File: src/design/b64e_pkg.sv
// Package for the base64 stream encoder: payload structs, queue entry type,
// group phase codes and the sextet-to-character table.
// No dependencies.
`default_nettype none

package b64e_pkg;

  localparam int unsigned B64E_QUEUE_DEPTH = 2;

  localparam logic [6:0] PAD_CHAR = 7'h3D;

  typedef struct packed {
    logic [7:0] data_byte;
    logic       final_byte;
  } in_item_t;

  typedef struct packed {
    logic [6:0] out_char;
    logic       final_char;
  } out_item_t;

  // One queue entry: the characters caused by one byte.
  typedef struct packed {
    logic [3:0][6:0] chars;
    logic [1:0]      last_idx;
    logic            fin;
  } cmd_t;

  typedef struct packed {
    logic full;
    logic empty;
  } q_status_t;

  typedef enum logic [2:0] {
    PhFirst  = 3'b001,
    PhSecond = 3'b010,
    PhThird  = 3'b100
  } phase_e;

  // Standard alphabet: A-Z, a-z, 0-9, '+', '/'.
  function automatic logic [6:0] sextet_char(input logic [5:0] v);
    logic [6:0] c;
    if (v < 6'd26) begin
      c = 7'h41 + {1'b0, v};
    end else if (v < 6'd52) begin
      c = 7'h61 + {1'b0, v} - 7'd26;
    end else if (v < 6'd62) begin
      c = 7'h30 + {1'b0, v} - 7'd52;
    end else if (v == 6'd62) begin
      c = 7'h2B;
    end else begin
      c = 7'h2F;
    end
    return c;
  endfunction

endpackage

`default_nettype wire

File: src/design/base64_stream_encoder_unit.sv
// Channel | dir | handshake                  | payload
// input   | in  | in_valid_i / in_stall_o    | in_item_i  (data_byte, final_byte)
// output  | out | out_valid_o / out_stall_i  | out_item_o (out_char, final_char)
//
// A byte is taken in any cycle the queue has room and yields one to four
// characters; the output register sends one character per cycle unless
// out_stall_i holds it. An accepted byte goes through the queue and then
// the output register before its first character appears.
// Reset clears phase, queue pointers and output valid. An output stall holds
// the output register; the queue absorbs bytes until it fills.
// Top level of the base64 stream encoder; instantiates front, queue, back.
// Uses b64e_pkg.
`default_nettype none

module base64_stream_encoder_unit import b64e_pkg::*; #(
  parameter int unsigned QueueDepth = B64E_QUEUE_DEPTH
) (
  input  wire           clk_i,
  input  wire           rst_ni,
  input  wire           in_valid_i,
  output logic          in_stall_o,
  input  wire in_item_t in_item_i,
  output logic          out_valid_o,
  input  wire           out_stall_i,
  output out_item_t     out_item_o
);

  q_status_t q_status;
  cmd_t      cmd;
  cmd_t      head;
  logic      push;
  logic      pop;

  assign in_stall_o = q_status.full;

  b64e_front u_front (
    .clk_i      (clk_i),
    .rst_ni     (rst_ni),
    .in_valid_i (in_valid_i),
    .in_item_i  (in_item_i),
    .q_status_i (q_status),
    .push_o     (push),
    .cmd_o      (cmd)
  );

  b64e_queue #(
    .Depth (QueueDepth)
  ) u_queue (
    .clk_i    (clk_i),
    .rst_ni   (rst_ni),
    .push_i   (push),
    .cmd_i    (cmd),
    .pop_i    (pop),
    .head_o   (head),
    .status_o (q_status)
  );

  b64e_back u_back (
    .clk_i       (clk_i),
    .rst_ni      (rst_ni),
    .head_i      (head),
    .q_status_i  (q_status),
    .pop_o       (pop),
    .out_valid_o (out_valid_o),
    .out_stall_i (out_stall_i),
    .out_item_o  (out_item_o)
  );

`ifndef SYNTHESIS
  a_push_not_full: assert property (@(posedge clk_i) disable iff (!rst_ni)
    push |-> !q_status.full)
    else $error("push into full queue");

  a_pop_not_empty: assert property (@(posedge clk_i) disable iff (!rst_ni)
    pop |-> !q_status.empty)
    else $error("pop from empty queue");

  a_accept_pushes: assert property (@(posedge clk_i) disable iff (!rst_ni)
    (in_valid_i && !in_stall_o) |-> push)
    else $error("accepted byte not queued");

  a_pop_loads_out: assert property (@(posedge clk_i) disable iff (!rst_ni)
    pop |=> out_valid_o)
    else $error("group retired without output");
`endif

endmodule

`default_nettype wire

File: src/design/b64e_front.sv
// Front end: accepts bytes, tracks the group phase and leftover bits and
// builds one queue entry of one to four characters per byte. Uses b64e_pkg.
`default_nettype none

module b64e_front import b64e_pkg::*; (
  input  wire            clk_i,
  input  wire            rst_ni,
  input  wire            in_valid_i,
  input  wire in_item_t  in_item_i,
  input  wire q_status_t q_status_i,
  output logic           push_o,
  output cmd_t           cmd_o
);

  phase_e     phase_q, phase_d;
  logic [3:0] left_q, left_d;
  logic [7:0] b;
  logic       fin;

  assign b      = in_item_i.data_byte;
  assign fin    = in_item_i.final_byte;
  assign push_o = in_valid_i && !q_status_i.full;

  always_comb begin
    phase_d        = phase_q;
    left_d         = left_q;
    cmd_o.chars    = {4{PAD_CHAR}};
    cmd_o.last_idx = 2'd0;
    cmd_o.fin      = fin;
    case (phase_q)
      PhSecond: begin
        cmd_o.chars[0] = sextet_char({left_q[1:0], b[7:4]});
        if (fin) begin
          cmd_o.chars[1] = sextet_char({b[3:0], 2'b00});
          cmd_o.last_idx = 2'd2;
          phase_d        = PhFirst;
          left_d         = 4'd0;
        end else begin
          phase_d = PhThird;
          left_d  = b[3:0];
        end
      end
      PhThird: begin
        cmd_o.chars[0] = sextet_char({left_q, b[7:6]});
        cmd_o.chars[1] = sextet_char(b[5:0]);
        cmd_o.last_idx = 2'd1;
        phase_d        = PhFirst;
        left_d         = 4'd0;
      end
      default: begin
        cmd_o.chars[0] = sextet_char(b[7:2]);
        if (fin) begin
          cmd_o.chars[1] = sextet_char({b[1:0], 4'b0000});
          cmd_o.last_idx = 2'd3;
          phase_d        = PhFirst;
          left_d         = 4'd0;
        end else begin
          phase_d = PhSecond;
          left_d  = {2'b00, b[1:0]};
        end
      end
    endcase
  end

  always_ff @(posedge clk_i or negedge rst_ni) begin
    if (!rst_ni) begin
      phase_q <= PhFirst;
      left_q  <= 4'd0;
    end else if (push_o) begin
      phase_q <= phase_d;
      left_q  <= left_d;
    end
  end

endmodule

`default_nettype wire

File: src/design/b64e_queue.sv
// Short queue of character groups between front and back end.
// Uses b64e_pkg for the entry and status types.
`default_nettype none

module b64e_queue import b64e_pkg::*; #(
  parameter int unsigned Depth = B64E_QUEUE_DEPTH
) (
  input  wire        clk_i,
  input  wire        rst_ni,
  input  wire        push_i,
  input  wire cmd_t  cmd_i,
  input  wire        pop_i,
  output cmd_t       head_o,
  output q_status_t  status_o
);

  localparam int unsigned PtrW = (Depth > 1) ? $clog2(Depth) : 1;
  localparam int unsigned CntW = $clog2(Depth + 1);

  cmd_t            mem_q [Depth];
  logic [PtrW-1:0] wr_ptr_q, rd_ptr_q;
  logic [CntW-1:0] cnt_q;

  function automatic logic [PtrW-1:0] next_ptr(input logic [PtrW-1:0] p);
    return (p == PtrW'(Depth - 1)) ? '0 : p + 1'b1;
  endfunction

  assign head_o         = mem_q[rd_ptr_q];
  assign status_o.full  = (cnt_q == CntW'(Depth));
  assign status_o.empty = (cnt_q == '0);

  always_ff @(posedge clk_i) begin
    if (push_i) begin
      mem_q[wr_ptr_q] <= cmd_i;
    end
  end

  always_ff @(posedge clk_i or negedge rst_ni) begin
    if (!rst_ni) begin
      wr_ptr_q <= '0;
      rd_ptr_q <= '0;
      cnt_q    <= '0;
    end else begin
      if (push_i) begin
        wr_ptr_q <= next_ptr(wr_ptr_q);
      end
      if (pop_i) begin
        rd_ptr_q <= next_ptr(rd_ptr_q);
      end
      if (push_i && !pop_i) begin
        cnt_q <= cnt_q + 1'b1;
      end else if (pop_i && !push_i) begin
        cnt_q <= cnt_q - 1'b1;
      end
    end
  end

endmodule

`default_nettype wire

File: src/design/b64e_back.sv
// Back end: walks the characters of the queue head, one per cycle while the
// output is not stalled, into the output register. Uses b64e_pkg.
`default_nettype none

module b64e_back import b64e_pkg::*; (
  input  wire            clk_i,
  input  wire            rst_ni,
  input  wire cmd_t      head_i,
  input  wire q_status_t q_status_i,
  output logic           pop_o,
  output logic           out_valid_o,
  input  wire            out_stall_i,
  output out_item_t      out_item_o
);

  logic [1:0] idx_q;
  logic       out_valid_q;
  out_item_t  out_q;
  logic       load;
  logic       at_last;

  assign load        = !out_valid_q || !out_stall_i;
  assign at_last     = (idx_q == head_i.last_idx);
  assign pop_o       = load && !q_status_i.empty && at_last;
  assign out_valid_o = out_valid_q;
  assign out_item_o  = out_q;

  always_ff @(posedge clk_i) begin
    if (load && !q_status_i.empty) begin
      out_q.out_char   <= head_i.chars[idx_q];
      out_q.final_char <= head_i.fin && at_last;
    end
  end

  always_ff @(posedge clk_i or negedge rst_ni) begin
    if (!rst_ni) begin
      out_valid_q <= 1'b0;
      idx_q       <= 2'd0;
    end else if (load) begin
      out_valid_q <= !q_status_i.empty;
      if (!q_status_i.empty) begin
        // advance within the group, rewind once the last one goes out
        idx_q <= at_last ? 2'd0 : idx_q + 2'd1;
      end
    end
  end

endmodule

`default_nettype wire
File: config.mk
export PLATFORM = sky130hd
export DESIGN_NAME = base64_stream_encoder_unit
export DESIGN_NICKNAME = d
export VERILOG_FILES = /design/src/design/b64e_pkg.sv /design/src/design/base64_stream_encoder_unit.sv /design/src/design/b64e_front.sv /design/src/design/b64e_queue.sv /design/src/design/b64e_back.sv
export SDC_FILE = /design/constraint.sdc
export NUM_CORES = 1
export LEC_CHECK = 0
export BUFFER_PORTS_ARGS = -buffer_cell sky130_fd_sc_hd__buf_2
export CAP_MARGIN = 20
export CORE_MARGIN = 3
export CORE_UTILIZATION = 40
export DETAILED_ROUTE_END_ITERATION = 8
export GPL_TIMING_DRIVEN = 0
export PLACE_DENSITY = 0.61
export SYNTH_ARGS = -nofsm -noshare
export SYNTH_HDL_FRONTEND = slang
export SYNTH_SLANG_ARGS = --single-unit
File: constraint.sdc
create_clock -name clk_i -period 2.7 [get_ports clk_i]
set_input_delay 0.135 -clock clk_i [delete_from_list [all_inputs] [get_ports clk_i]]
set_output_delay 0.135 -clock clk_i [all_outputs]
set_load 0.1 [all_outputs]
# ---- Word-level counts from Yosys, hierarchy flattened
# Memories as Yosys holds them, arrays and structs flattened.
# Cells that the tools add are included.
dict set report word_totals {
  regBits 22
  n_memories 1
  input_bits 13
  ram_bits 34
  output_inout_bits 10
}
dict set report op_classes {
  bitwise 1
  reduce_logical 16
  n_addsub 35
  n_mux 42
  n_lt_le_gt_ge 19
  eq_ne 8
}
# memory depth word_bits read_ports rd_clocked_by_memory_dff write_ports line
set memory_table {}
lappend memory_table {u_queue.mem_q 2 17 1 0 1 b64e_queue.sv:20} ;# cmd_t mem_q [Depth];
# op n
set ops {}
lappend ops {{2-to-1 mux 7 bit} 21}
lappend ops {{adder 7 x 6 -> 7 bit (first input constant)} 12}
lappend ops {{less-than comparator 6 bit (second input constant)} 12}
lappend ops {{adder 6 x 6 -> 7 bit (first input constant)} 6}
lappend ops {{subtractor 7 x 5 -> 7 bit (second input constant)} 6}
lappend ops {{subtractor 7 x 6 -> 7 bit (second input constant)} 6}
lappend ops {{less-than comparator 6 x 5 -> 1 bit (second input constant)} 6}
lappend ops {{case mux 16 bit (2 select lines)} 1}
lappend ops {{== test 6 bit (second input constant)} 4}
lappend ops {{2-to-1 mux 3 bit} 5}
lappend ops {{binary-select mux 7 bit (select 2 bit)} 1}
lappend ops {{2-to-1 mux 2 bit} 7}
lappend ops {{case mux 4 bit (2 select lines)} 1}
lappend ops {{logical AND 1 bit} 6}
lappend ops {{zero test 1 bit} 6}
lappend ops {{case mux 3 bit (2 select lines)} 1}
lappend ops {{adder 2 x 1 -> 2 bit (second input constant)} 2}
lappend ops {{2-to-1 mux 1 bit} 4}
lappend ops {{2-to-1 mux 4 bit} 1}
lappend ops {{== test 3 x 2 -> 1 bit (second input constant)} 1}
lappend ops {{== test 3 bit (second input constant)} 1}
lappend ops {{less-than comparator 2 x 3 -> 1 bit (second input constant)} 1}
lappend ops {{adder 1 bit (second input constant)} 2}
lappend ops {{== test 2 bit} 1}
lappend ops {{7 further kinds} 7}

# ---- Longest topological paths before layout
dict set report depth {
  depth_word 7
  ltp_mapped 10
  ltp_nobuf 8
}

# ---- Cells and area by module
# From an unflattened synthesis, not the netlist that was laid out.
dict set report unflattened {
  cells_unflattened 494
  hier_area_um2 5579.1
}
# mod cells_each area_per_inst_um2 n_inst seq_area_each_um2
set by_module_without_submodules {}
lappend by_module_without_submodules {b64e_queue 113 2577.5 1 1961.9}
lappend by_module_without_submodules {b64e_front 344 2404.8 1 176.4}
lappend by_module_without_submodules {b64e_back 37 596.8 1 315.3}

# ---- Worst setup path before layout
# Ideal clock, no wire load.
dict set report synth_timing {
  path_type {register to register}
  from {register u_back.out_valid_q (netlist: u_back.out_valid_o)}
  to {register u_queue.cnt_q[1]}
  stages_incl_launch_ff 7
  arrival_ns 2.274
  required_ns 2.621
  path_slack_ns 0.347
  synth_period_minus_slack_ns 2.353
  cell_sequence {dfrtp_1 -> a21oi_1 -> nand2_1 -> ha_1 -> xor2_1 -> nor2_1 -> xor2_1}
}
dict set report synth_between {
  elab_chain_len 7
  word_cells_on_any_way 9
  cone_classes {mux: 1; reduce/logical: 8}
}
# item line
set synth_lines {}
lappend synth_lines {{start, declared} b64e_back.sv:17} ;# logic out_valid_q;
lappend synth_lines {{start signal, assigned} b64e_back.sv:40} ;# out_valid_q <= !q_status_i.empty;
lappend synth_lines {{zero test 1 bit (*)} b64e_back.sv:22} ;# assign load = !out_valid_q || !out_stall_i;
lappend synth_lines {{logical OR 1 bit (*)} b64e_back.sv:22}
lappend synth_lines {{logical AND 1 bit (*) (2 in series)} b64e_back.sv:24} ;# assign pop_o = load && !q_status_i.empty && at_last;
lappend synth_lines {{zero test 1 bit} b64e_queue.sv:50} ;# if (push_i && !pop_i) begin
lappend synth_lines {{logical AND 1 bit} b64e_queue.sv:50}
lappend synth_lines {{2-to-1 mux 2 bit or nonzero test 2 bit (tied branches)} -}
lappend synth_lines {{end signal, assigned} b64e_queue.sv:51} ;# cnt_q <= cnt_q + 1'b1;
lappend synth_lines {{end signal, assigned} b64e_queue.sv:53} ;# cnt_q <= cnt_q - 1'b1;
lappend synth_lines {{end, declared} b64e_queue.sv:22} ;# logic [CntW-1:0] cnt_q;
# Mark *: on every way between the ends. The rest lies on a longest branch, timed or not.
# A chain may end at the register's enable or synchronous reset.

==> results.ini <==
[worst_setup_path]
required_ns=2.69
rr_startpoint=u_front.left_q[0]
crit_start=u_front.left_q[0]
path_cells=buf_4, inv_1, ha_1, and3b_1, buf_2, a21oi_1, a311oi_1, o21ai_0, o221ai_1
cp.arrival_ns=2.58
reg2reg_depth=9
crit_slowest_cell=dfrtp_2
cp_max_fo=10
cpPeakStageDelay_ns=0.46
worstSetupPathType=reg2reg
start_kind=flip-flop
endpoint_kind=flip-flop

[min_path]
hold_depth=3
hold_path_startpoint=out_stall_i
holdCritPathClass=in2reg

[synthesis]
yosysWarnings=0
synth_edf_count=42
async_reset_ff_share_pct=25.0
synth_top_area_share_pct=30.8
synth_common_cells=42 x edfxtp_1, 28 x o21ai_0, 26 x nand2_1
synth.distinct_cells=68
synth_area_leaders=edfxtp_1 31%, dfrtp_1 7.9%, ha_1 6.1%, mux4_2 3.9%, o21ai_0 3.4%
synth.yosys.seq_area_share_pct=39.4
syn-cell-area_um2=4090
synthCells=427
synth_area_leader_cell=edfxtp_1
ys_seq_elements=56
synth_nets=460
synth_ff_type=edfxtp_1
yosysMostFrequentCell=edfxtp_1
avgSynthCellArea_um2=9.59

[power_and_ir_drop]
power_density_nw_per_um2=940
power_frac_seq_pct=34.4
p_int_mw=2.29
combPwrFrac_pct=55.2
totalPowerFinal_mw=4.23
max-vdd-ir-drop_uv=511
p_leak_nw=1.64
p_clk_share_pct=10.4
netSwitchingPower_mw=1.94
swShare_pct=45.9

[detailed_routing]
vias=3425
drt_iter0_drc=227
m1WireLength_mm=4.65
viasPerCell=5.79
ant_nets=0
drc_errors=0
wl_met3_um=506
wl_met2_mm=4.89
first_pass_iters=4
routedWlPerCell_um=17.2
wl_mm=10.2
maxUsedRoutingLayer=met4

[sta]
max_freq_ghz=0.386
fin_crit_sh_pct=96.0
slew_violations=0
relSlewSlack_pct=34.6
fin_tns_setup_ns=0
hold_slack_ns=0.0360
tightest_slew_ns=0.981
finalSetupViolCount=0
skew_ns=0.0117
rsz0062_at_grt=no
layout_min_cycle_time_ns=2.59
final-hold-violation-count=0

[clocking]
clk_path_buf_depth=2
clkTransAtPathRegs_ns=0.10
cts_tree=yes
numCtsBuffers=5
cts_root_buf=clkbuf_8
clock_latency_ns=0.31
ctsHtreeMaxLevel=2
clkSinkCount=56
post_cts_buffers=0

[final_layout]
synthToLayoutAreaGrowth_pct=9.90
nNetsFinal=491
drive_gt1_share_pct=16.1
n_antenna_cell=0

[placed_design]
dp_hpwl_mm=7.74
io_buffers=22
gp_congestion=0.900

[floorplanning]
start_util_pct=41.5
die_y_um=107
core_area_um2=9860
die_x_um=107
dieArea_um2=11500
rows=36
ios=23

[global_routing]
antenna_found_initial=0
grt_overflow=0
track_usage_pct=18.4
grt_max_degree=18
grt_pass1_vias=3397
grt_pass1_wl_mm=17.1

[status]
status=finished clean

[run]
max-cap-violations=0

[state kept, by name, summed over array words and instances (netlist names), 2 cells and up]
register	count
u_front.left_q	4
u_queue.cnt_q	2
u_front.phase_q	3
u_back.out_item_o	8
u_back.idx_q	2
u_queue.mem_q	34
[layer usage]
metal  GRT usage (%)  up-vias
met3            1.93       14
met1            25.7     1643
met2            30.7      103
met4            4.84        0
li1                -     1665
met5               0        -
[power by group through the flow]
stage / Combinational [mW] / Sequential (mW) / Clock (mW)
finish: 2.34 / 1.46 / 0.439
global placement: 2.27 / 1.47 / 0
floorplan: 1.35 / 1.94 / 0
detailed placement: 2.32 / 1.48 / 0
global route: 2.54 / 1.49 / 0.489
CTS: 2.33 / 1.46 / 0.453
[cell type report]
| cell class | count | area (µm²) |
|---|---|---|
| fillers | 977 | 5370 |
| clock buffers | 5 | 68.8 |
| plain buffers | 35 | 160 |
| multi-input cells | 320 | 2280 |
| repair buffers | 24 | 131 |
| flip-flops and latches | 56 | 1610 |
| clock inverters | 3 | 18.8 |
| well taps | 133 | 166 |
| inverters | 16 | 60.1 |
[metrics by stage]
step	setup WS (ns)	cell area, µm²	util [%]	instances
after global placement	-0.165	4370	44.3	582
after detailed placement	-0.184	4380	44.4	583
after global routing	0.0219	4500	45.6	592
after CTS	0.0318	4480	45.4	592
after floorplan	0.347	4090	-	427
final	0.108	4500	45.6	592
[critical path: cells and delay by family (launching register included)]
kind	cells	cell delay [ns]
compound gates	4	0.87
buf+inv	3	0.49
flops	1	0.46
fa+ha+maj	1	0.25
simple gates	1	0.19
[worst paths after layout]
kind | endpoint | slack, ns
max | u_queue.mem_q[1][6] | 0.11
min | u_back.out_valid_o | 0.04
max reg2reg | u_queue.mem_q[1][6] | 0.11
min reg2reg | u_queue.wr_ptr_q | 0.50
max in group asynchronous | u_front.phase_q[0] | 2.17
min in group asynchronous | u_queue.wr_ptr_q | 0.24
[cells by family (layout without fill, tap and decap cells)]
family,Yosys count,count (layout),synth area share (%)
DFF,56,56,39.4
muxes,21,21,7.49
xor gates and xnor gates,20,20,4.28
AOI/OAI and AO/OA,122,122,20.1
adders and majority gates,20,20,6.11
and+or+nand+nor,137,137,17.5
buffers and inverters,51,83,5.16
[timing repair]
action / CTS / global route
pin swaps: 0 / 1
endpoints found under the setup margin: 6 / 8
hold buffers: 1 / 0
gates resized for setup: 2 / 10
hold endpoints to repair: 14 / 0
[placed cells by master (no fill, tap or decap), types with 16 or more instances in the layout]
cell and instances:
edfxtp_1 42, buf_2 32, o21ai_0 28, nand2_1 26, nor2_1 24, a21oi_1 23, nand3_1 21, ha_1 20
clkbuf_1 19, xnor2_1 16
No activity file was read; power rests on OpenSTA's default activity.
